<file path="config.mk">
export PLATFORM = sky130hd
export DESIGN_NAME = rvtc_cmp
export DESIGN_NICKNAME = d
export VERILOG_FILES = /design/src/rtl/rvtc_pkg.sv /design/src/rtl/rvtc_cmp.sv
export SDC_FILE = /design/constraint.sdc
export NUM_CORES = 2
export LEC_CHECK = 0
export BUFFER_PORTS_ARGS = -buffer_cell sky130_fd_sc_hd__buf_2
export CELL_PAD_IN_SITES_DETAIL_PLACEMENT = 1
export CELL_PAD_IN_SITES_GLOBAL_PLACEMENT = 2
export CORE_MARGIN = 2
export CORE_UTILIZATION = 28
export DETAILED_ROUTE_END_ITERATION = 16
export PLACE_DENSITY_LB_ADDON = 0.1
export SETUP_SLACK_MARGIN = 0.4
export SLEW_MARGIN = 25
export SYNTH_ARGS = -nofsm -noshare
export SYNTH_HDL_FRONTEND = slang
export SYNTH_SLANG_ARGS = --single-unit
</file>
<file path="constraint.sdc">
create_clock -name vclk -period 15.1
set_clock_uncertainty 0.1 [all_clocks]
set_input_delay 1.51 -clock vclk [all_inputs]
set_output_delay 1.51 -clock vclk [all_outputs]
set_load 0.02 [all_outputs]
</file>
<file path="src/rtl/rvtc_pkg.sv">
// ----------------------------------------------------------------------------
// Rank-vote template classifier package
// Shared constants, row layout, status codes and feature helpers.
// ----------------------------------------------------------------------------
package rvtc_pkg;

  localparam int unsigned MAX_TEMPLATES = 64;
  localparam int unsigned NUM_FEATURES  = 8;
  localparam int unsigned HOLLOW_FEAT   = 4;
  localparam int unsigned FEAT_W        = 24;

  localparam int unsigned IDX_W   = (MAX_TEMPLATES > 1) ? $clog2(MAX_TEMPLATES) : 1;
  localparam int unsigned CNT_W   = $clog2(MAX_TEMPLATES + 1);
  localparam int unsigned SCORE_W = $clog2(8 * MAX_TEMPLATES + 1);
  localparam int unsigned AHEAD_W = $clog2(NUM_FEATURES + 1);

  localparam int unsigned OUT_IDX_W   = 6;
  localparam int unsigned OUT_SCORE_W = 10;

  typedef enum logic [2:0] {
    ST_ADDED      = 3'd0,
    ST_TAG_EXISTS = 3'd1,
    ST_SIMILAR    = 3'd2,
    ST_FULL       = 3'd3,
    ST_CLASSIFIED = 3'd4,
    ST_EMPTY      = 3'd5
  } status_e;

  typedef struct packed {
    logic [7:0]  tag;
    logic [23:0] area;
    logic [23:0] perimeter;
    logic [15:0] major_len;
    logic [15:0] minor_len;
    logic        hollow;
    logic [17:0] rectangularity;
    logic [17:0] solidity;
    logic [17:0] eccentricity;
  } row_t;

  localparam int unsigned ROW_W = $bits(row_t);

  typedef logic [NUM_FEATURES-1:0][FEAT_W-1:0] feat_vec_t;

  typedef struct packed {
    feat_vec_t          diff;
    logic [AHEAD_W-1:0] ahead;
    logic               similar;
  } cmp_res_t;

  function automatic feat_vec_t row_features(row_t r);
    feat_vec_t v;
    v[0] = r.area;
    v[1] = r.perimeter;
    v[2] = {8'd0, r.major_len};
    v[3] = {8'd0, r.minor_len};
    v[4] = {23'd0, r.hollow};
    v[5] = {6'd0, r.rectangularity};
    v[6] = {6'd0, r.solidity};
    v[7] = {6'd0, r.eccentricity};
    return v;
  endfunction

endpackage

</file>
<file path="src/rtl/rvtc_cmp.sv">
// ----------------------------------------------------------------------------
// Feature compare unit
// Eight lanes of difference, rank and similarity compare for one row.
// ----------------------------------------------------------------------------
module rvtc_cmp (
  input  rvtc_pkg::feat_vec_t query_i,
  input  rvtc_pkg::feat_vec_t stored_i,
  input  rvtc_pkg::feat_vec_t ref_diff_i,
  input  logic                lower_idx_i,
  output rvtc_pkg::cmp_res_t  res_o
);
  import rvtc_pkg::*;

  logic [FEAT_W-1:0]   d;
  logic [FEAT_W+3:0]   ten_d;
  logic signed [5:0]   flag;
  logic [AHEAD_W-1:0]  cnt;

  always_comb begin
    res_o.diff = '0;
    cnt  = '0;
    flag = '0;
    d     = '0;
    ten_d = '0;
    for (int f = 0; f < NUM_FEATURES; f++) begin
      d = (stored_i[f] > query_i[f]) ? stored_i[f] - query_i[f] : query_i[f] - stored_i[f];
      res_o.diff[f] = d;
      // A row ranks ahead when it is closer, or equally close with a lower index.
      if (d < ref_diff_i[f] || (d == ref_diff_i[f] && lower_idx_i)) begin
        cnt = cnt + AHEAD_W'(1);
      end
      ten_d = ({4'd0, d} << 3) + ({4'd0, d} << 1);
      if (f == HOLLOW_FEAT) begin
        flag = (stored_i[f] == query_i[f]) ? flag + 6'sd2 : flag - 6'sd2;
      end else begin
        flag = (ten_d < {4'd0, stored_i[f]}) ? flag + 6'sd1 : flag - 6'sd2;
      end
    end
    res_o.ahead   = cnt;
    res_o.similar = (flag > 6'sd0);
  end
endmodule

</file>
==> flow_metrics.env <==
export IMPL_cp_data_required_time_ns=13.49
export IMPL_synthCells=5013
export IMPL_firstDrtPassIters=5
export IMPL_port_buffers=774
export IMPL_gr_total_overflow=0
export IMPL_finalCriticalPeriod_ns=13.90
export IMPL_wl_mm=159
export IMPL_fin_setup_tns_ns=0
export IMPL_dr_first_iter_drc_count=1663
export IMPL_max_freq_mhz=72.0
export IMPL_track_usage_pct=23.5
export IMPL_startpoint_type="primary input"
export IMPL_outcome="complete, no violations"
export IMPL_io_pins=774
export IMPL_dieWidth_um=359
export IMPL_grt_pass1_vias=40300
export IMPL_nets=7197
export IMPL_grt_max_degree=41
export IMPL_syn_to_final_growth_pct=17.2
export IMPL_die_h_um=359
export IMPL_crit_slowest_cell="or4b_2"
export IMPL_tightest_slew_ns=0.995
export IMPL_routedWlPerCell_um=21.5
export IMPL_critical_path_top_delay_family="compound AO/OA/AOI/OAI gates"
export IMPL_drv_slew=0
export IMPL_critPathMaxFanout=17
export IMPL_yosysUniqueCellTypes=101
export IMPL_min_path_type="primary input to output pin"
export IMPL_finalHoldViolCount=0
export IMPL_register_area_um2=0
export IMPL_synthesis_area_mm2=0.0353
export IMPL_drive_above_1_share_pct=16.4
export IMPL_clock_buffers=0
export IMPL_avgSynthCellArea_um2=7.05
export IMPL_min_from="stored_i[96]"
export IMPL_synth_yosys_seq_area_share_pct=0
export IMPL_worstHoldPathCells=4
export IMPL_worst_path_largest_cell_delay_ns=0.72
export IMPL_antenna_found_initial=88
export IMPL_crit_buf_inv=9
export IMPL_cp_arrival_ns=12.29
export IMPL_setup_violations=0
export IMPL_maxCapViolCount=0
export IMPL_dp_hpwl_mm=143
export IMPL_worstHoldEndpoint="res_o[101]"
export IMPL_slew_headroom_pct=33.2
export IMPL_end_kind="output pin"
export IMPL_critPathKind="primary input to output pin"
export IMPL_rsz0062_at_grt="no"
export IMPL_vias=38600
export IMPL_ys_warn_count=0
export IMPL_rows=130
export IMPL_start_util_pct=28.2
export IMPL_core_area_mm2=0.125
export IMPL_syn_nets=6508
export IMPL_drc=0
export IMPL_vias_per_cell=5.23
export IMPL_grt_pass1_wl_mm=240
export IMPL_min_period_over_period_pct=92.0
export IMPL_seq_cell_count=0
export IMPL_place_congestion=0.906
export IMPL_die_area_mm2=0.129
export IMPL_cts_hold_buf=0
export IMPL_critical_path_most_common_cell="ha_1"
export IMPL_ant_nets=0
[metrics by stage]
step	util, %	setup WS [ns]	instance area [µm²]	cells	hold WS, ns
global route	33.0	0.341	41400	7367	3.41
floorplan	-	1.61	35300	5013	3.15
global placement	32.7	0.886	41000	7341	3.38
CTS	32.7	0.520	41000	7341	3.39
finish	33.0	1.20	41400	7378	3.39
detailed placement	32.7	0.559	41000	7341	3.39
[how the worst max path moves through the flow]
stage	start	endpoint	slack, ns	cells past startpoint
after global routing	stored_i[0]	res_o[0]	0.34	52
after global placement	query_i[60]	res_o[0]	0.89	48
after CTS	query_i[62]	res_o[0]	0.52	48
final	stored_i[0]	res_o[0]	1.20	53
after floorplan	stored_i[0]	res_o[0]	1.61	51
after detailed placement	query_i[62]	res_o[0]	0.56	48
[cell families (layout without fill, tap and decap cells)]
kind of cell | count (synthesis) | after routing | synth area share (%)
AO/OA/AOI/OAI | 1645 | 1645 | 29.7
XOR/XNOR | 328 | 328 | 8.29
adder cells (fa/ha/maj) | 921 | 921 | 33.1
buffers and inverters | 900 | 1587 | 9.69
multiplexers | 122 | 122 | 3.59
other | 0 | 28 | 0
AND/OR/NAND/NOR | 1097 | 1097 | 15.6
[area by class of cell]
| class | instances | area, µm² |
|---|---|---|
| Inverter | 761 | 2860 |
| Fill cell | 16000 | 84000 |
| Multi-Input combinational cell | 4113 | 32100 |
| Tap cell | 1650 | 2060 |
| Antenna cell | 28 | 70.1 |
| Timing Repair Buffer | 826 | 4300 |
[cell usage in the layout, fill, tap and decap left out, drive strengths merged, types with 117 or more instances in the layout]
| cell | instances |
|---|---|
| xnor2 | 220 |
| ha | 895 |
| nand4 | 117 |
| o21ai | 323 |
| a21o | 244 |
| nor2 | 264 |
| nand2 | 252 |
| a21oi | 534 |
| buf | 826 |
| inv | 761 |
[tightest hold or removal path, delay by kind of cell]
family	cells	cell delay, ns
buffers and inverters	3	0.29
adder cells (fa/ha/maj)	1	0.18
[Yosys cell counts (all sizes together), types with 17 or more instances]
cell / count / share of area [%]
nor3: 71 / 1.0
a211oi: 50 / 1.1
a21boi: 17 / 0.36
a21oi: 534 / 7.6
a21o: 244 / 5.2
o21a: 92 / 2.0
o21bai: 90 / 1.9
mux2i: 98 / 2.8
nand4: 117 / 2.1
or3: 27 / 0.48
and3: 27 / 0.48
a31oi: 49 / 0.87
xnor2: 220 / 5.6
o221ai: 22 / 0.55
clkbuf: 112 / 1.2
o211ai: 36 / 0.81
nor4: 22 / 0.41
a2111oi: 26 / 0.68
inv: 761 / 8.1
nor2b: 98 / 1.7
o31ai: 26 / 0.61
xor2: 107 / 2.7
ha: 895 / 32
fa: 23 / 1.3
nand3: 76 / 1.1
mux2: 24 / 0.78
o21ai: 323 / 4.6
nor2: 264 / 2.8
buf: 27 / 0.41
nand2: 252 / 2.7
nand2b: 71 / 1.3
[per-layer routing]
metal  up-vias  wire length [µm]  track usage (%)  share of wire, %
li1      19200                 -                -                 -
met1     18300             67400             28.1                42
met2       791             78700             43.5                50
met3       226              8120             3.73               5.1
met4        62              4170             5.81               2.6
met5         -               376                0              0.24
[what timing repair did]
action	4_1_cts	5_1_grt
gates resized for setup	0	34
endpoints found under the setup margin	0	1
buffers inserted	0	8
